## src/design/crh_pkg.sv

```systemverilog
// ----------------------------------------------------------------------------
// crh_pkg: shared types and constants for the range/heading converter
// Beat types, CORDIC angle table and fixed-point constants.
// ----------------------------------------------------------------------------
package crh_pkg;

    typedef struct packed {
        logic signed [15:0] pos_x;
        logic signed [15:0] pos_y;
    } t_in_beat;

    typedef struct packed {
        logic        [15:0] distance;
        logic signed [15:0] heading;
    } t_out_beat;

    // Control that travels alongside the data in every stage
    typedef struct packed {
        logic valid;
        logic origin;
    } t_ctl;

    localparam int GUARD_BITS  = 8;
    localparam int Z_W         = 21;        // Q.16 angle accumulator
    localparam int TABLE_LEN   = 24;
    localparam int PI_Q16      = 205887;
    localparam int PI_Q13      = 25736;
    localparam int HALF_PI_Q13 = 12868;
    localparam int GAIN_Q23    = 5094007;
    localparam int GAIN_W      = 23;
    // Magnitudes at or above 2^XC_W saturate the range anyway
    localparam int XC_W        = 25;
    localparam int XC_MAX      = (1 << XC_W) - 1;
    localparam int P_W         = XC_W + GAIN_W;
    localparam int RND_SHIFT   = GUARD_BITS + 23;

    function automatic logic signed [Z_W-1:0] f_atan(input logic [4:0] idx);
        logic signed [Z_W-1:0] v;
        case (idx)
            5'd0:    v = Z_W'(51472);
            5'd1:    v = Z_W'(30386);
            5'd2:    v = Z_W'(16055);
            5'd3:    v = Z_W'(8150);
            5'd4:    v = Z_W'(4091);
            5'd5:    v = Z_W'(2047);
            5'd6:    v = Z_W'(1024);
            5'd7:    v = Z_W'(512);
            5'd8:    v = Z_W'(256);
            5'd9:    v = Z_W'(128);
            5'd10:   v = Z_W'(64);
            5'd11:   v = Z_W'(32);
            5'd12:   v = Z_W'(16);
            5'd13:   v = Z_W'(8);
            5'd14:   v = Z_W'(4);
            5'd15:   v = Z_W'(2);
            5'd16:   v = Z_W'(1);
            default: v = '0;
        endcase
        return v;
    endfunction

endpackage

```

## src/design/crh_cell.sv

```systemverilog
// ----------------------------------------------------------------------------
// crh_cell: one CORDIC vectoring micro-rotation
// Rotates toward the x axis by atan(2^-IDX) and hands the result on.
// ----------------------------------------------------------------------------
module crh_cell
    import crh_pkg::*;
#(
    parameter int XW  = 27,
    parameter int IDX = 0
) (
    input  logic                  i_clk,
    input  logic                  i_rst_n,
    input  logic                  i_en,
    input  t_ctl                  i_ctl,
    input  logic signed [XW-1:0]  i_x,
    input  logic signed [XW-1:0]  i_y,
    input  logic signed [Z_W-1:0] i_z,
    output t_ctl                  o_ctl,
    output logic signed [XW-1:0]  o_x,
    output logic signed [XW-1:0]  o_y,
    output logic signed [Z_W-1:0] o_z
);

    logic signed [XW-1:0]  xs;
    logic signed [XW-1:0]  ys;
    logic signed [Z_W-1:0] ang;
    t_ctl                  r_ctl;
    logic signed [XW-1:0]  r_x, n_x;
    logic signed [XW-1:0]  r_y, n_y;
    logic signed [Z_W-1:0] r_z, n_z;

    always_comb begin
        xs  = i_x >>> IDX;
        ys  = i_y >>> IDX;
        ang = f_atan(5'(IDX));
        if (!i_y[XW-1]) begin
            n_x = i_x + ys;
            n_y = i_y - xs;
            n_z = i_z + ang;
        end else begin
            n_x = i_x - ys;
            n_y = i_y + xs;
            n_z = i_z - ang;
        end
    end

    always_ff @(posedge i_clk) begin
        if (!i_rst_n) begin
            r_ctl <= '0;
        end else if (i_en) begin
            r_ctl <= i_ctl;
        end
    end

    always_ff @(posedge i_clk) begin
        if (i_en) begin
            r_x <= n_x;
            r_y <= n_y;
            r_z <= n_z;
        end
    end

    assign o_ctl = r_ctl;
    assign o_x   = r_x;
    assign o_y   = r_y;
    assign o_z   = r_z;

endmodule

```

## config.mk

```make
export PLATFORM = sky130hd
export DESIGN_NAME = crh_cell
export DESIGN_NICKNAME = d
export VERILOG_FILES = /design/src/design/crh_pkg.sv /design/src/design/crh_cell.sv
export SDC_FILE = /design/constraint.sdc
export NUM_CORES = 1
export LEC_CHECK = 0
export BUFFER_PORTS_ARGS = -buffer_cell sky130_fd_sc_hd__buf_2
export CAP_MARGIN = 30
export CORE_UTILIZATION = 50
export CTS_CLUSTER_SIZE = 10
export DETAILED_ROUTE_END_ITERATION = 12
export PLACE_DENSITY = 0.8
export SYNTH_ARGS = -nofsm -noshare
export SYNTH_HDL_FRONTEND = slang
export SYNTH_SLANG_ARGS = --single-unit
export TNS_END_PERCENT = 10
```

## constraint.sdc

```tcl
create_clock -name i_clk -period 5.75 [get_ports i_clk]
set_clock_uncertainty 0.1 [all_clocks]
set_input_delay 1.725 -clock i_clk [delete_from_list [all_inputs] [get_ports i_clk]]
set_output_delay 1.725 -clock i_clk [all_outputs]
set_load 0.005 [all_outputs]
```

==> reports/summary.txt <==
RSZ-0062 raised after global routing: no
Worst setup SP type: input pin
Detailed Place HPWL: 15000 um
Status: completed
GPL Wtd Cong: 1.01
CTS Hold Bufs: 0
Die footprint: 15400 um2
Top post-synthesis cells by area: edfxtp_1, ha_1, xnor2_1
Setup repair bufs after CTS: 0
Wire per inst: 16.3 um
Syn Area/Cell: 8.97 um2
Largest net degree at the start of global routing: 77
Die W: 124 um
Minimum clock period: 4.42 ns
Crit path arrival time: 4.40 ns
EDFF count, synth: 74
Multi-input gate area: 4710 um2
DR DRC count: 0
Ratio of final minimum period to clock period: 76.9%
Max Clk Rate: 226 MHz
Pre-CTS setup slack: 1.06 ns
Most common cell after layout, fill and taps aside: buf_2
Endpoints failing hold: 0
Clk root buf: clkbuf_16
Seq cells post-synth: 76
Top layer reached by signal wires: met4
Synth top area share: 29.8%
Synth warn: 0
Fill count: 1262
Slew Limit Headroom: 38.2%
Share of cells above drive strength 1: 21.2%
WL met2: 8380 um
Maximum VDD drop: 0.000169 V
Number of global-route vias before repair: 6046
Total CTS buffers: 9
I/O Buffers: 156
Storage element area: 2260 um2
First-pass GRT wire length: 29500 um
Wire length on met3: 1650 um
Area delta synth->final: 16.3%
Total core area: 14500 um2
Num rows: 44
# Max-Cap Violations: 0
Worst Setup Path Type: input pin to register
Worst Setup End Kind: register
Leakage: 4.01 nW
TritonRoute pass-1 iters: 6
Num ports: 157
Commonest non-fill, non-tap cells in the layout: buf_2, ha_1, inv_1
TritonCTS clock tree: built
Pwr dens: 244 nW/um2
Antenna violations before repair: 0
Clock Latency Late Sink: 0.32 ns
# clock sinks: 76
Tot GR Track Use: 24.5%
# setup viols final: 0
Worst-Margin Slew: 0.928 ns
Predominant post-synthesis flop cell: edfxtp_1
Worst Path Required: 5.73 ns
Synth area leader: edfxtp_1
Post-Route M1 WL: 8400 um
Setup ws final: 1.33 ns
Post-layout nets: 1141
Syn nets: 1007
Ys async rst share: 0%
Count of unique library cells instantiated by Yosys: 77
Vias/cell: 5.71
WL final: 18800 um
Post-synthesis sequential area ratio: 30.4%
Via count: 6585
Syn Inst Count: 830
HP Class: register to register
Die Y: 124 um
N_diodes: 0
Initial core utilization: 51.2%
Mapped Area: 7450 um2
Final TNS setup: 0 ns
Routed Antenna Nets: 0
Max FO, Critical Path: 13
Remaining Overflow, GRT: 0
CTS resizes: 0
Slew Limit Fails: 0
Clk slew on worst S/H paths: 0.06 ns
# H-tree levels: 3
DRT iter0 DRCs: 707
CTS max path bufs: 2
-- report_power, final --
group / switching, W / total [W] / leakage [nW] / internal (W)
Clock: 0.000211 / 0.000634 / 0.160 / 0.000423
Sequential: 0.0000196 / 0.000747 / 0.741 / 0.000727
Combinational: 0.000426 / 0.000736 / 3.11 / 0.000310
-- state kept, by name, summed over array words and instances, names as in the netlist --
name / count
o_ctl: 2
o_x: 26
o_z: 21
o_y: 27
-- routing by layer --
metal / vias to the layer above / track usage, %
met5: - / 0
met3: 42 / 4.67
met1: 3012 / 34.2
li1: 3230 / -
met4: 0 / 6.99
met2: 301 / 38.3
-- cell type report --
type / instances / share of cell area (%)
Sequential cell: 76 / 26.1
Clock buffer: 11 / 2.69
Timing Repair Buffer: 160 / 9.39
Multi-Input combinational cell: 635 / 54.4
Clock inverter: 5 / 1.18
Tap cell: 184 / 2.66
Inverter: 82 / 3.55
-- synthesized netlist by cell type, drive strengths merged, types with 9 or more instances --
cell,instances
a211oi,9
a21o,38
a21oi,70
buf,15
clkbuf,22
edfxtp,74
ha,93
inv,81
mux2i,9
nand2,47
nand3,11
nand4,9
nor2,59
nor2b,16
nor3,14
o21ai,58
o21bai,16
o31ai,15
xnor2,55
xor2,12
-- per-stage QoR --
step	instance area (um2)	cells	util, %	hold slack, ns	total power [W]
after floorplan	7450	830	-	0.407	0.00123
after global placement	8330	1137	57.3	0.401	0.00147
after detailed placement	8330	1137	57.3	0.446	0.00148
after CTS	8660	1153	59.6	0.454	0.00212
after global routing	8660	1153	59.6	0.499	0.00224
final	8660	1153	59.6	0.453	0.00212
-- worst paths after layout --
check	start	endpoint	slack, ns	depth (start not counted)
worst max-delay path	i_x[12]	o_y[26]	1.33	12
worst min-delay path	o_ctl[0]	o_ctl[0]	0.45	2
worst max register to register	o_ctl[0]	o_ctl[0]	5.00	2
worst min register to register	o_ctl[0]	o_ctl[0]	0.45	2
-- worst max-delay path: stages --
cell,delay (ns)
buf_2,0.10
inv_1,0.04
ha_1,0.47
a21o_1,0.24
a21o_1,0.17
a21oi_1,0.37
inv_1,0.13
a2111oi_2,0.43
o41ai_1,0.21
nand3b_1,0.21
o211a_1,0.17
xnor2_1,0.13
-- cells by family (layout without fill, tap and decap cells) --
kind of cell    after synthesis  count (layout)  synth area share (%)
xor+xnor                     67              67                  7.88
compound gates              263             263                  24.4
fa+ha+maj                    97              97                  16.7
flops                        76              76                  30.4
simple gates                199             199                  13.1
buf+inv                     119             258                  6.37
mux                           9               9                  1.21
Power figures use the tool's default switching activity.
