**src/design/crh_pkg.sv**
```systemverilog
// ----------------------------------------------------------------------------
// crh_pkg: shared types and constants for the range/heading converter
// Beat types, CORDIC angle table and fixed-point constants.
// ----------------------------------------------------------------------------
package crh_pkg;

    typedef struct packed {
        logic signed [15:0] pos_x;
        logic signed [15:0] pos_y;
    } t_in_beat;

    typedef struct packed {
        logic        [15:0] distance;
        logic signed [15:0] heading;
    } t_out_beat;

    // Control that travels alongside the data in every stage
    typedef struct packed {
        logic valid;
        logic origin;
    } t_ctl;

    localparam int GUARD_BITS  = 8;
    localparam int Z_W         = 21;        // Q.16 angle accumulator
    localparam int TABLE_LEN   = 24;
    localparam int PI_Q16      = 205887;
    localparam int PI_Q13      = 25736;
    localparam int HALF_PI_Q13 = 12868;
    localparam int GAIN_Q23    = 5094007;
    localparam int GAIN_W      = 23;
    // Magnitudes at or above 2^XC_W saturate the range anyway
    localparam int XC_W        = 25;
    localparam int XC_MAX      = (1 << XC_W) - 1;
    localparam int P_W         = XC_W + GAIN_W;
    localparam int RND_SHIFT   = GUARD_BITS + 23;

    function automatic logic signed [Z_W-1:0] f_atan(input logic [4:0] idx);
        logic signed [Z_W-1:0] v;
        case (idx)
            5'd0:    v = Z_W'(51472);
            5'd1:    v = Z_W'(30386);
            5'd2:    v = Z_W'(16055);
            5'd3:    v = Z_W'(8150);
            5'd4:    v = Z_W'(4091);
            5'd5:    v = Z_W'(2047);
            5'd6:    v = Z_W'(1024);
            5'd7:    v = Z_W'(512);
            5'd8:    v = Z_W'(256);
            5'd9:    v = Z_W'(128);
            5'd10:   v = Z_W'(64);
            5'd11:   v = Z_W'(32);
            5'd12:   v = Z_W'(16);
            5'd13:   v = Z_W'(8);
            5'd14:   v = Z_W'(4);
            5'd15:   v = Z_W'(2);
            5'd16:   v = Z_W'(1);
            default: v = '0;
        endcase
        return v;
    endfunction

endpackage

```
**src/design/crh_front.sv**
```systemverilog
// ----------------------------------------------------------------------------
// crh_front: input cell
// Sign-interprets the coordinates, rotates the left half-plane by pi and
// scales up by the guard bits.
// ----------------------------------------------------------------------------
module crh_front
    import crh_pkg::*;
#(
    parameter int COORD_WIDTH = 16,
    parameter int XW          = COORD_WIDTH + 11
) (
    input  logic                 i_clk,
    input  logic                 i_rst_n,
    input  logic                 i_en,
    input  logic                 i_valid,
    input  t_in_beat             i_beat,
    output t_ctl                 o_ctl,
    output logic signed [XW-1:0] o_x,
    output logic signed [XW-1:0] o_y,
    output logic signed [Z_W-1:0] o_z
);

    localparam int RW = (COORD_WIDTH > 16) ? COORD_WIDTH : 16;

    logic [RW-1:0]                 raw_x;
    logic [RW-1:0]                 raw_y;
    logic signed [COORD_WIDTH-1:0] cx;
    logic signed [COORD_WIDTH-1:0] cy;
    logic signed [COORD_WIDTH:0]   ex;
    logic signed [COORD_WIDTH:0]   ey;
    logic                          neg;
    t_ctl                          r_ctl;
    t_ctl                          n_ctl;
    logic signed [XW-1:0]          r_x, n_x;
    logic signed [XW-1:0]          r_y, n_y;
    logic signed [Z_W-1:0]         r_z, n_z;

    always_comb begin
        raw_x = RW'($unsigned(i_beat.pos_x));
        raw_y = RW'($unsigned(i_beat.pos_y));
        cx    = $signed(raw_x[COORD_WIDTH-1:0]);
        cy    = $signed(raw_y[COORD_WIDTH-1:0]);
        neg   = cx[COORD_WIDTH-1];
        ex    = (COORD_WIDTH+1)'(cx);
        ey    = (COORD_WIDTH+1)'(cy);
        if (neg) begin
            ex  = -ex;
            ey  = -ey;
            n_z = cy[COORD_WIDTH-1] ? -Z_W'(PI_Q16) : Z_W'(PI_Q16);
        end else begin
            n_z = '0;
        end
        n_x          = XW'(ex) <<< GUARD_BITS;
        n_y          = XW'(ey) <<< GUARD_BITS;
        n_ctl.valid  = i_valid;
        n_ctl.origin = (cx == '0) && (cy == '0);
    end

    always_ff @(posedge i_clk) begin
        if (!i_rst_n) begin
            r_ctl <= '0;
        end else if (i_en) begin
            r_ctl <= n_ctl;
        end
    end

    always_ff @(posedge i_clk) begin
        if (i_en) begin
            r_x <= n_x;
            r_y <= n_y;
            r_z <= n_z;
        end
    end

    assign o_ctl = r_ctl;
    assign o_x   = r_x;
    assign o_y   = r_y;
    assign o_z   = r_z;

endmodule

```
**config.mk**
```make
export PLATFORM = sky130hd
export DESIGN_NAME = crh_front
export DESIGN_NICKNAME = d
export VERILOG_FILES = /design/src/design/crh_pkg.sv /design/src/design/crh_front.sv
export SDC_FILE = /design/constraint.sdc
export NUM_CORES = 1
export LEC_CHECK = 0
export ABC_AREA = 1
export BUFFER_PORTS_ARGS = -buffer_cell sky130_fd_sc_hd__buf_2
export CORE_MARGIN = 8
export CORE_UTILIZATION = 41
export CTS_CLUSTER_SIZE = 24
export DETAILED_ROUTE_END_ITERATION = 16
export GPL_TIMING_DRIVEN = 1
export PLACE_DENSITY = 0.83
export SLEW_MARGIN = 10
export SYNTH_ARGS = -nofsm -noshare
export SYNTH_HDL_FRONTEND = slang
export SYNTH_SLANG_ARGS = --single-unit
```
**constraint.sdc**
```tcl
create_clock -name i_clk -period 1 [get_ports i_clk]
set_input_delay 0.1 -clock i_clk [delete_from_list [all_inputs] [get_ports i_clk]]
set_output_delay 0.1 -clock i_clk [all_outputs]
set_load 0.1 [all_outputs]
```
==> flow_summary_export.csv <==
group,metric,value,unit
global_routing,grt_usage,16.29,%
timing,skew,0,ps
logic_synthesis,synth_area,2260,um^2
floorplan,rows,27,
run,cap_violations,0,
logic_synthesis,yosys.area.top_type,"edfxtp_1",
route,drcViolationCount,0,
logic_synthesis,synthCells,241,
logic_synthesis,synth.avg_cell_area,9.376,um^2
cts,clock-root-buffer,"clkbuf_8",
worst_setup_path,cp.required,900,ps
timing,post-route-period-util,117.0,%
worst_setup_path,start_kind,"flip-flop",
floorplan,die_area,8143,um^2
logic_synthesis,ys_seq_area_share,50.94,%
route,viasPerCell,4.576,
status,violations,"negative setup slack",
route,dr_wl_met2,3582,um
finish,syn2layout_area_growth,75.42,%
pwr,total_power,6.585,mW
placed_design,place_ws,-274.2,ps
cts,h-tree-depth,2,
pwr,ir_drop,829.4,uV
finish,drive_gt1_share,44.26,%
worst_setup_path,slowest_stage,"edfxtp_1",
timing,finalSetupViolCount,31,
floorplan,die_w,90.24,um
cts,cts.path.max_buffers,2,
finish,diodes,0,
logic_synthesis,yosys_warnings,0,
hold_path,worstHoldPathType,"input pin to flip-flop",
cts,path_clk_slew,70,ps
global_routing,grt_pass1_vias,2059,
pwr,p_leak,1.792,nW
logic_synthesis,netlist.area_leader.share,49.17,%
worst_setup_path,path_cells,"buf_12 -> buf_12",
placed_design,gp_congestion,0.8966,
global_routing,antenna_found_initial,0,
cts,postCtsSetupBuffers,0,
logic_synthesis,synth_area_leaders,"edfxtp_1, buf_4, nand2_1, nor2_1, xor2_1",
route,drt_first_pass_iters,4,
global_routing,grt_pass1_wl,10630,um
route,topRoutingLayerUsed,"met4",
placed_design,port_buffers,96,
finish,fin_util,73.33,%
cts,cts_tree,"done",
timing,period_needed,1170,ps
worst_setup_path,cpMostUsedCell,"buf_12",
worst_setup_path,worstPathArrival,1070,ps
cts,cts_buffers,5,
timing,timing.setup.tns,-4054,ps
route,dr_wl_met3,378,um
floorplan,start_util,41.81,%
route,antenna_left,0,
worst_setup_path,max_stage_delay,420,ps
global_routing,grt_max_degree,22,
route,avgRoutedWirePerCell,15.33,um
route,vias,1963,
timing,rsz0062_at_grt,"yes",
timing,holdWs,17.93,ps
cts,clk_latency,280,ps
pwr,powerDensity,1661,nW/um^2
finish,finalNetCount,394,
timing,fmax,854.6,MHz
finish,final_common_cell,"buf_12",
floorplan,coreArea,5405,um^2
cts,hold_buffers,0,
worst_setup_path,cp_max_fo,11,
worst_setup_path,end_kind,"output port",
route,met1_length,2500,um
worst_setup_path,critPathKind,"flip-flop to output port",
cts,clock-sinks,39,
timing,slew_violations,0,
floorplan,io_pins,113,
logic_synthesis,synth_cell_types,25,
route,detail_route.iter0.violations,104,
finish,final_cell_mix,"buf_12, nand2_1, edfxtp_1",
global_routing,grt-ovfl-total,0,
timing,worst_slack,-170.1,ps
timing,hold_viol,0,
status,status,"finished, violations left",
logic_synthesis,ys_seq_elements,39,
placed_design,hpwl,5559,um
floorplan,chipHeight,90.24,um
route,drt-total-wl,6577,um
-- per-stage QoR --
stage | area (um^2) | std cells
finish | 3964 | 429
global placement | 3840 | 421
detailed placement | 3840 | 421
floorplan | 2395 | 257
CTS | 3921 | 429
global route | 3964 | 429
-- repair_timing --
action | in CTS | in global routing
resized for setup | 0 | 8
hold endpoints to repair | 0 | 0
pin swaps | 0 | 4
setup endpoints to repair | 54 | 68
-- cell usage after synthesis --
| master | number |
|---|---|
| nor3_1 | 1 |
| dfxtp_1 | 2 |
| inv_1 | 20 |
| nand2_2 | 1 |
| nand2_1 | 41 |
| conb_1 | 1 |
| a21oi_1 | 7 |
| nand3_1 | 8 |
| nor2_2 | 3 |
| nor3_2 | 1 |
| xor2_1 | 14 |
| buf_2 | 2 |
| nand3b_1 | 1 |
| nor4_1 | 1 |
| edfxtp_1 | 37 |
| o21ai_0 | 8 |
| nor2_1 | 37 |
| xnor2_1 | 9 |
| buf_4 | 39 |
| ha_1 | 2 |
| o211ai_1 | 1 |
| nor2_4 | 1 |
| nand4_1 | 2 |
| inv_2 | 1 |
| clkbuf_1 | 1 |
-- final timing paths --
path | startpoint | to | slack (ps) | cells after the start
worst max-delay path | o_z[19] | o_z[18] | -170 | 2
worst min-delay path | i_beat[0] | o_y[8] | 20 | 1
worst max register to register | o_ctl[1] | o_ctl[1] | 360 | 2
worst min register to register | o_ctl[0] | o_ctl[0] | 490 | 2
-- final cells by class --
| type | count | area (um^2) |
|---|---|---|
| Clock buffer | 7 | 76.32 |
| Clock inverter | 1 | 5.005 |
| Fill cell | 351 | 1441 |
| Inverter | 21 | 78.83 |
| Multi-Input combinational cell | 155 | 840.8 |
| Sequential cell | 39 | 1154 |
| Tap cell | 72 | 90.09 |
| Timing Repair Buffer | 134 | 1719 |
-- metal layers --
layer	vias to the layer above	track usage (%)
met5	-	0
met4	0	5.687
met3	10	3.990
met2	101	30.49
met1	901	17.21
li1	951	-
-- power breakdown --
part	internal, mW	total [mW]	leakage [nW]	switching (mW)
sequential	1.98	2.12	0.378	0.139
clock	0.489	1.01	0.0422	0.520
combinational	1.10	3.45	1.37	2.35
-- flip-flops by register name, summed over array words and instances (netlist names) --
signal  cells
o_x        17
o_y        17
o_z         3
o_ctl       2
-- logic make-up after synthesis --
group	share of synthesized area, %
AO/OA/AOI/OAI	3.655
adder cells (fa/ha/maj)	1.107
flip-flops	50.94
XOR/XNOR	8.915
other	0.1660
AND/OR/NAND/NOR	18.16
buffers and inverters	17.05
-- critical path, delay by kind of cell (launching register included) --
| kind | cells | cell delay, ps |
|---|---|---|
| DFF | 1 | 420 |
| buffers and inverters | 2 | 360 |
Note: power is estimated with default switching activity, not from simulation.
