**src/design/crh_pkg.sv**
```systemverilog
// ----------------------------------------------------------------------------
// crh_pkg: shared types and constants for the range/heading converter
// Beat types, CORDIC angle table and fixed-point constants.
// ----------------------------------------------------------------------------
package crh_pkg;

    typedef struct packed {
        logic signed [15:0] pos_x;
        logic signed [15:0] pos_y;
    } t_in_beat;

    typedef struct packed {
        logic        [15:0] distance;
        logic signed [15:0] heading;
    } t_out_beat;

    // Control that travels alongside the data in every stage
    typedef struct packed {
        logic valid;
        logic origin;
    } t_ctl;

    localparam int GUARD_BITS  = 8;
    localparam int Z_W         = 21;        // Q.16 angle accumulator
    localparam int TABLE_LEN   = 24;
    localparam int PI_Q16      = 205887;
    localparam int PI_Q13      = 25736;
    localparam int HALF_PI_Q13 = 12868;
    localparam int GAIN_Q23    = 5094007;
    localparam int GAIN_W      = 23;
    // Magnitudes at or above 2^XC_W saturate the range anyway
    localparam int XC_W        = 25;
    localparam int XC_MAX      = (1 << XC_W) - 1;
    localparam int P_W         = XC_W + GAIN_W;
    localparam int RND_SHIFT   = GUARD_BITS + 23;

    function automatic logic signed [Z_W-1:0] f_atan(input logic [4:0] idx);
        logic signed [Z_W-1:0] v;
        case (idx)
            5'd0:    v = Z_W'(51472);
            5'd1:    v = Z_W'(30386);
            5'd2:    v = Z_W'(16055);
            5'd3:    v = Z_W'(8150);
            5'd4:    v = Z_W'(4091);
            5'd5:    v = Z_W'(2047);
            5'd6:    v = Z_W'(1024);
            5'd7:    v = Z_W'(512);
            5'd8:    v = Z_W'(256);
            5'd9:    v = Z_W'(128);
            5'd10:   v = Z_W'(64);
            5'd11:   v = Z_W'(32);
            5'd12:   v = Z_W'(16);
            5'd13:   v = Z_W'(8);
            5'd14:   v = Z_W'(4);
            5'd15:   v = Z_W'(2);
            5'd16:   v = Z_W'(1);
            default: v = '0;
        endcase
        return v;
    endfunction

endpackage

```
**src/design/crh_back.sv**
```systemverilog
// ----------------------------------------------------------------------------
// crh_back: gain correction and heading wrap
// Stage one clamps the magnitude and wraps the heading; stage two applies
// the CORDIC gain, rounds, saturates and holds the output beat.
// ----------------------------------------------------------------------------
module crh_back
    import crh_pkg::*;
#(
    parameter int XW = 27
) (
    input  logic                  i_clk,
    input  logic                  i_rst_n,
    input  logic                  i_en,
    input  t_ctl                  i_ctl,
    input  logic signed [XW-1:0]  i_x,
    input  logic signed [Z_W-1:0] i_z,
    output logic                  o_valid,
    output t_out_beat             o_beat
);

    localparam int CW = (XW > XC_W + 1) ? XW : XC_W + 1;

    logic [CW-1:0]       xe;
    logic [XC_W-1:0]     n_xc;
    logic signed [Z_W:0] zr;
    logic signed [Z_W:0] zs;
    logic signed [Z_W:0] hh;
    logic signed [15:0]  n_h;
    logic                r_v1;
    logic [XC_W-1:0]     r_xc;
    logic signed [15:0]  r_h;
    logic [P_W-1:0]      prod;
    logic [P_W-1:0]      sum;
    logic [P_W-RND_SHIFT-1:0] ds;
    logic [15:0]         n_d;
    logic                r_out_valid;
    t_out_beat           r_out;

    // Stage one: clamp magnitude, convert and wrap heading
    always_comb begin
        xe   = i_x[XW-1] ? '0 : CW'($unsigned(i_x));
        n_xc = (xe > CW'(XC_MAX)) ? XC_W'(XC_MAX) : xe[XC_W-1:0];
        zr   = (Z_W+1)'(i_z) + (Z_W+1)'(4);
        zs   = zr >>> 3;
        hh   = zs - (Z_W+1)'(HALF_PI_Q13);
        if (hh < -(Z_W+1)'(PI_Q13)) begin
            hh = hh + (Z_W+1)'(2 * PI_Q13);
        end
        if (hh < -(Z_W+1)'(PI_Q13)) begin
            hh = -(Z_W+1)'(PI_Q13);
        end
        if (hh > (Z_W+1)'(PI_Q13)) begin
            hh = (Z_W+1)'(PI_Q13);
        end
        n_h = i_ctl.origin ? -16'(HALF_PI_Q13) : 16'(hh);
    end

    // Stage two: gain, round half up, saturate
    always_comb begin
        prod = P_W'(r_xc) * P_W'(GAIN_Q23);
        sum  = prod + (P_W'(1) << (RND_SHIFT - 1));
        ds   = sum[P_W-1:RND_SHIFT];
        n_d  = (ds > (P_W-RND_SHIFT)'(16'hFFFF)) ? 16'hFFFF : ds[15:0];
    end

    always_ff @(posedge i_clk) begin
        if (!i_rst_n) begin
            r_v1        <= 1'b0;
            r_out_valid <= 1'b0;
        end else if (i_en) begin
            r_v1        <= i_ctl.valid;
            r_out_valid <= r_v1;
        end
    end

    always_ff @(posedge i_clk) begin
        if (i_en) begin
            r_xc           <= n_xc;
            r_h            <= n_h;
            r_out.distance <= n_d;
            r_out.heading  <= r_h;
        end
    end

    assign o_valid = r_out_valid;
    assign o_beat  = r_out;

endmodule

```
**config.mk**
```make
export PLATFORM = sky130hd
export DESIGN_NAME = crh_back
export DESIGN_NICKNAME = d
export VERILOG_FILES = /design/src/design/crh_pkg.sv /design/src/design/crh_back.sv
export SDC_FILE = /design/constraint.sdc
export NUM_CORES = 1
export LEC_CHECK = 0
export BUFFER_PORTS_ARGS = -buffer_cell sky130_fd_sc_hd__buf_2
export CAP_MARGIN = 20
export CORE_MARGIN = 1.5
export CORE_UTILIZATION = 37
export CTS_CLUSTER_DIAMETER = 200
export DETAILED_ROUTE_END_ITERATION = 7
export PLACE_DENSITY_LB_ADDON = 0.12
export SLEW_MARGIN = 20
export SYNTH_ARGS = -nofsm -noshare
export SYNTH_HDL_FRONTEND = slang
export SYNTH_SLANG_ARGS = --single-unit
```
**constraint.sdc**
```tcl
create_clock -name i_clk -period 9.05 [get_ports i_clk]
set_clock_uncertainty 0.05 [all_clocks]
set_input_delay 1.81 -clock i_clk [delete_from_list [all_inputs] [get_ports i_clk]]
set_output_delay 1.81 -clock i_clk [all_outputs]
set_load 0.05 [all_outputs]
```
==> impl_metrics.csv, run 1 <==
group,metric,value,unit
run_status,status,"finished, final reports clean",
die,die_area,0.0450,mm²
global_routing,grt.overflow.total,0,
clock_network,clkSlewWorstSetupHoldPaths,0.07,ns
detailed_routing,post_drt_wl_per_cell,17.5,µm
critical_path,r2r_end,"o_beat[30]",
timing,fmax,0.122,GHz
die,initial_core_util,37.6,%
timing,slew_viol_final,0,
timing,slew_headroom,48.3,%
clock_network,cts_setup_buffers,0,
layout,final_cell_mix,"444 x inv_1, 286 x fa_1, 238 x ha_1",
worst_hold_path,whs_path_depth,0,
clock_network,cts_made_buffers,9,
layout,nets,2261,
placed_design,gp_congestion,0.861,
job,drv_cap,0,
die,std_cell_rows,76,
layout,multi_input_area,0.0121,mm²
synthesis,synth.distinct_cells,89,
clock_network,cts_tree,"built",
detailed_routing,wl_met3,1.12,mm
global_routing,grt_pass1_vias,11600,
die,die_w,212,µm
detailed_routing,ant_nets,0,
global_routing,grt_start_max_net_pins,58,
critical_path,critPathMaxStageDelay,0.60,ns
detailed_routing,first_pass_iters,5,
clock_network,htreeDepth,3,
detailed_routing,drt_iter0_markers,470,
layout,antenna_cells,0,
critical_path,crit_chain,"buf_2 > and3_1 > xnor2_1 > ha_1 > nand2b_1 > a2111oi_0 > o311ai_2 > o21ai_2 > nand2_1 > xor2_1 > o311ai_2 > o2111ai_2 > nand4_1 > xnor2_2 > o22ai_1 > o2bb2ai_1 > nand4_1 > ha_1 > nor2_1 > a32oi_1 > a21oi_1 > a21boi_2 > o221ai_1",
timing,grt_setup_unrepaired,"no",
placed_design,dp_hpwl,35.0,mm
detailed_routing,vias_per_cell,4.83,
critical_path,cp-start-kind,"input port",
detailed_routing,dr_total_vias,11000,
die,io_pins,86,
critical_path,path_buf_inv,1,
synthesis,synthCells,1607,
detailed_routing,wirelength,39.9,mm
clock_network,cts_resized,0,
critical_path,critPathSlowestCell,"a2111oi_0",
die,die_h,212,µm
synthesis,seq_area_frac_synth,13.8,%
critical_path,critical_path_required,9.10,ns
timing,setup_viol_count_final,0,
layout,regArea,0.00223,mm²
die,coreArea,0.0431,mm²
critical_path,ff2ff_path_depth,23,
synthesis,synth_nets,2184,
timing,setup_tns,0,ns
critical_path,reg2reg_from,"r_xc[13]",
global_routing,track_usage,19.1,%
global_routing,antenna_found_initial,0,
timing,min_period,8.21,ns
timing,worst-slew-pin-transition,0.776,ns
detailed_routing,wl_met1,19.2,mm
placed_design,dp.cells,2258,
layout,areaGrowthSynthToFinish,8.61,%
clock_network,cts_hold_buf,0,
detailed_routing,dr_wl_met2,19.0,mm
detailed_routing,top_layer,"met4",
layout,fillers,4336,
layout,layout_commonest_cell,"inv_1",
timing,hold_violations,0,
clock_network,cts-root-buf,"clkbuf_16",
critical_path,critical_path_arrival,8.26,ns
placed_design,placed_area,0.0173,mm²
worst_hold_path,hp-class,"reg2reg",
synthesis,synth-main-ff-cell,"edfxtp_1",
critical_path,critPathMaxFanout,11,
critical_path,r2r_slack,1.17,ns
critical_path,cp_top_family,"compound AO/OA/AOI/OAI gates",
worst_hold_path,hp-start,"r_h[10]",
layout,fin_util,40.8,%
detailed_routing,drc_errors,0,
layout,fin_cells,2274,
synthesis,syn_area,0.0162,mm²
synthesis,synth.avg_cell_area,10.1,µm²
layout,layout-drive-gt1-share,8.58,%
clock_network,cts_max_path_buffers,2,
placed_design,portBuffers,83,
timing,period_share,90.7,%
synthesis,yosysWarnings,0,
critical_path,crit_type,"in2reg",
worst_hold_path,hold_end,"o_beat[10]",
clock_network,clkSinkCount,75,
synthesis,async_reset_ff_share,0,%
global_routing,grt_pass1_wl,64.6,mm
critical_path,endpoint_kind,"register",
layout,final_cell_area,0.0176,mm²
synthesis,synth-edff-count,73,
synthesis,synth-seq-cells,75,
clock_network,worstSkewPairLatency,0.37,ns
registers in the layout (all words and copies together) (netlist names):
register and flops:
o_valid 1, r_h 16, o_beat 32, r_xc 25, r_v1 1
cell type report:
class | instances | area share, %
Multi-Input combinational cell | 1060 | 69.1
Sequential cell | 75 | 12.7
Clock inverter | 7 | 0.399
Clock buffer | 9 | 1.28
Timing Repair Buffer | 94 | 2.85
Tap cell | 585 | 4.17
Inverter | 444 | 9.48
metal layers:
metal  GRT usage (%)  vias to the layer above
met5               0                        -
met4            4.21                        0
met3            2.56                       23
met2            31.3                      146
met1            26.9                     5508
li1                -                     5298
worst max path at each step:
stage                      start      end  cells past startpoint
after floorplan           i_z[2]  r_h[10]                     26
after CTS                 i_z[4]  r_h[11]                     23
final                     i_z[4]  r_h[11]                     23
after global placement    i_z[4]  r_h[11]                     23
after global routing      i_z[4]  r_h[11]                     23
after detailed placement  i_z[4]  r_h[11]                     23
through the flow:
stage	hold WS [ns]	setup slack, ns
6_report	0.366	0.840
5_1_grt	0.376	0.312
4_1_cts	0.365	0.946
3_5_place_dp	0.355	0.583
3_3_place_gp	0.351	0.670
2_1_floorplan	0.350	1.63
cell usage after synthesis (all sizes together) (11+ instances only):
library cell  instances  area (µm²)
inv                 444        1670
fa                  286        5730
ha                  238        2980
nor2                 82         308
edfxtp               73        2190
nand2                54         203
a21oi                42         218
xnor2                39         364
o21ai                37         189
nor3                 26         146
a21o                 25         188
nand3                24         138
xor2                 19         166
clkbuf               17        63.8
and2                 13        81.3
and3                 12        75.1
nand4                12        81.3
or3                  12        80.1
buf                  11        71.3
nor2b                11        68.8
worst register-to-register path: stages (launching register included):
cell and delay (ns):
edfxtp_1 0.67, ha_1 0.56, inv_1 0.15, fa_1 0.58, fa_1 0.44, fa_1 0.51
inv_1 0.04, ha_1 0.32, fa_1 0.52, fa_1 0.50, ha_1 0.34, a21o_1 0.19
a21o_1 0.16, a21oi_1 0.13, o21ai_0 0.18, a21oi_1 0.29, o211ai_1 0.22, o2111ai_1 0.33
a21oi_1 0.17, nor3_1 0.24, o21ai_0 0.14, xnor2_1 0.49, nor4b_1 0.31, a21oi_1 0.07
logic make-up after synthesis:
kind of cell,share of synthesized area (%)
compound gates,9.06
xor+xnor,3.28
fa+ha+maj,53.8
buf+inv,11.1
flops,13.8
mux,0.255
simple gates,8.68
Power of run 1 is not shown: default switching activity piles up to over one toggle a cycle in this logic, so the estimate is an artifact.
==> inputs of run 2 (changes only) <==
--- a/config.mk
+++ b/config.mk
@@ -11,7 +11,6 @@
 export CORE_UTILIZATION = 37
 export CTS_CLUSTER_DIAMETER = 200
 export DETAILED_ROUTE_END_ITERATION = 7
-export PLACE_DENSITY_LB_ADDON = 0.12
 export SLEW_MARGIN = 20
 export SYNTH_ARGS = -nofsm -noshare
 export SYNTH_HDL_FRONTEND = slang
==> run 2 against run 1 <==
Net effect:
- critical path depth unchanged
- die area unchanged
- via count grew 0.31%
- register-to-register slack better by 0.16 ns
- critical endpoint is now r_h[10]
- critical path type unchanged
==> impl_metrics.csv, run 2 (synthesis results as in run 1) <==
group,metric,value,unit
clock_network,cts_hold_buf,0,
clock_network,cts_resized,0,
timing,hold_violations,0,
layout,nets,2254,
clock_network,clkSlewWorstSetupHoldPaths,0.06,ns
placed_design,gp_congestion,0.880,
clock_network,cts_tree,"built",
job,drv_cap,0,
die,die_h,212,µm
timing,worst-slew-pin-transition,1.02,ns
layout,layout-drive-gt1-share,8.20,%
clock_network,cts_made_buffers,9,
run_status,status,"finished, final reports clean",
global_routing,grt_pass1_wl,61.7,mm
detailed_routing,vias_per_cell,4.86,
timing,setup_tns,0,ns
detailed_routing,post_drt_wl_per_cell,16.4,µm
layout,largest_reg_flops,32,
layout,areaGrowthSynthToFinish,8.32,%
critical_path,endpoint_kind,"register",
detailed_routing,wirelength,37.2,mm
layout,fillers,4243,
global_routing,grt_start_max_net_pins,76,
die,initial_core_util,37.6,%
clock_network,worstSkewPairLatency,0.37,ns
timing,fmax,0.121,GHz
timing,slew_viol_final,0,
placed_design,portBuffers,83,
critical_path,cp-start-kind,"input port",
layout,layout_commonest_cell,"inv_1",
timing,min_period,8.26,ns
die,io_pins,86,
die,std_cell_rows,76,
detailed_routing,ant_nets,0,
timing,period_share,91.3,%
timing,setup_viol_count_final,0,
die,die_area,0.0450,mm²
placed_design,dp_hpwl,32.6,mm
detailed_routing,first_pass_iters,5,
timing,grt_setup_unrepaired,"no",
die,die_w,212,µm
critical_path,critPathMaxFanout,13,
critical_path,critical_path_arrival,8.31,ns
layout,final_cell_mix,"444 x inv_1, 286 x fa_1, 238 x ha_1",
die,coreArea,0.0431,mm²
global_routing,grt.overflow.total,0,
detailed_routing,drc_errors,0,
layout,regArea,0.00223,mm²
detailed_routing,drt_iter0_markers,615,
clock_network,cts-root-buf,"clkbuf_16",
clock_network,cts_max_path_buffers,2,
global_routing,antenna_found_initial,0,
clock_network,htreeDepth,3,
clock_network,cts_setup_buffers,0,
global_routing,track_usage,17.8,%
layout,multi_input_area,0.0121,mm²
worst_hold_path,hp-class,"reg2reg",
critical_path,critical_path_required,9.10,ns
critical_path,crit_type,"in2reg",
timing,slew_headroom,32.3,%
layout,antenna_cells,0,
global_routing,grt_pass1_vias,11500,
detailed_routing,dr_total_vias,11000,
clock_network,clkSinkCount,75,
run 2: cell types whose count changed in the layout (fill, tap and decap cells not counted):
cell	previous run	this run
buf_4	12	5
clkinv_2	0	2
bufinv_16	0	1
clkinv_4	2	1
clkinv_8	1	0
inv_6	2	1
run 2: area by class of cell:
type                            count  area share [%]
Sequential cell                    75            12.7
Inverter                          444            9.51
Timing Repair Buffer               87            2.56
Clock buffer                        9            1.29
Tap cell                          585            4.18
Multi-Input combinational cell   1060            69.3
Clock inverter                      7           0.435
run 2: worst max-delay path, stage by stage:
cell	delay, ns
buf_2	0.13
ha_1	0.46
and3_1	0.29
xnor2_1	0.16
ha_1	0.28
nand2b_1	0.09
a2111oi_0	0.55
o311ai_2	0.21
o21ai_2	0.31
nand2_1	0.18
xor2_1	0.57
o311ai_2	0.18
o2111ai_2	0.28
and2_1	0.42
mux2i_1	0.25
a311oi_1	0.14
o2bb2ai_1	0.24
nand4_1	0.13
ha_1	0.48
nor2_1	0.21
nand4b_1	0.35
a21o_1	0.33
a211o_1	0.24
run 2: final timing paths:
| kind | depth (start not counted) | slack [ns] | startpoint | endpoint |
|---|---|---|---|---|
| worst min register to register | 0 | 0.36 | r_h[14] | o_beat[14] |
| worst max-delay path | 23 | 0.79 | i_z[2] | r_h[10] |
| worst min-delay path | 0 | 0.36 | r_h[14] | o_beat[14] |
| worst max register to register | 23 | 1.33 | r_xc[9] | o_beat[30] |
run 2: layer usage:
layer	vias up	track usage, %	part of all wire (%)
li1	5284	-	-
met1	5479	23.9	45
met2	210	30.7	50
met3	36	1.60	3.0
met4	0	5.22	2.1
met5	-	0	0
run 2: through the flow:
step,hold slack [ns],utilization (%),area [µm²],setup slack (ns),cells
after detailed placement,0.355,40.0,17200,0.505,2251
after floorplan,0.350,-,16200,1.63,1607
final,0.359,40.7,17500,0.788,2267
after global routing,0.367,40.7,17500,0.234,2267
after CTS,0.361,40.7,17500,0.850,2267
after global placement,0.352,40.0,17200,0.568,2251
Power of run 2 is left out for the same reason.
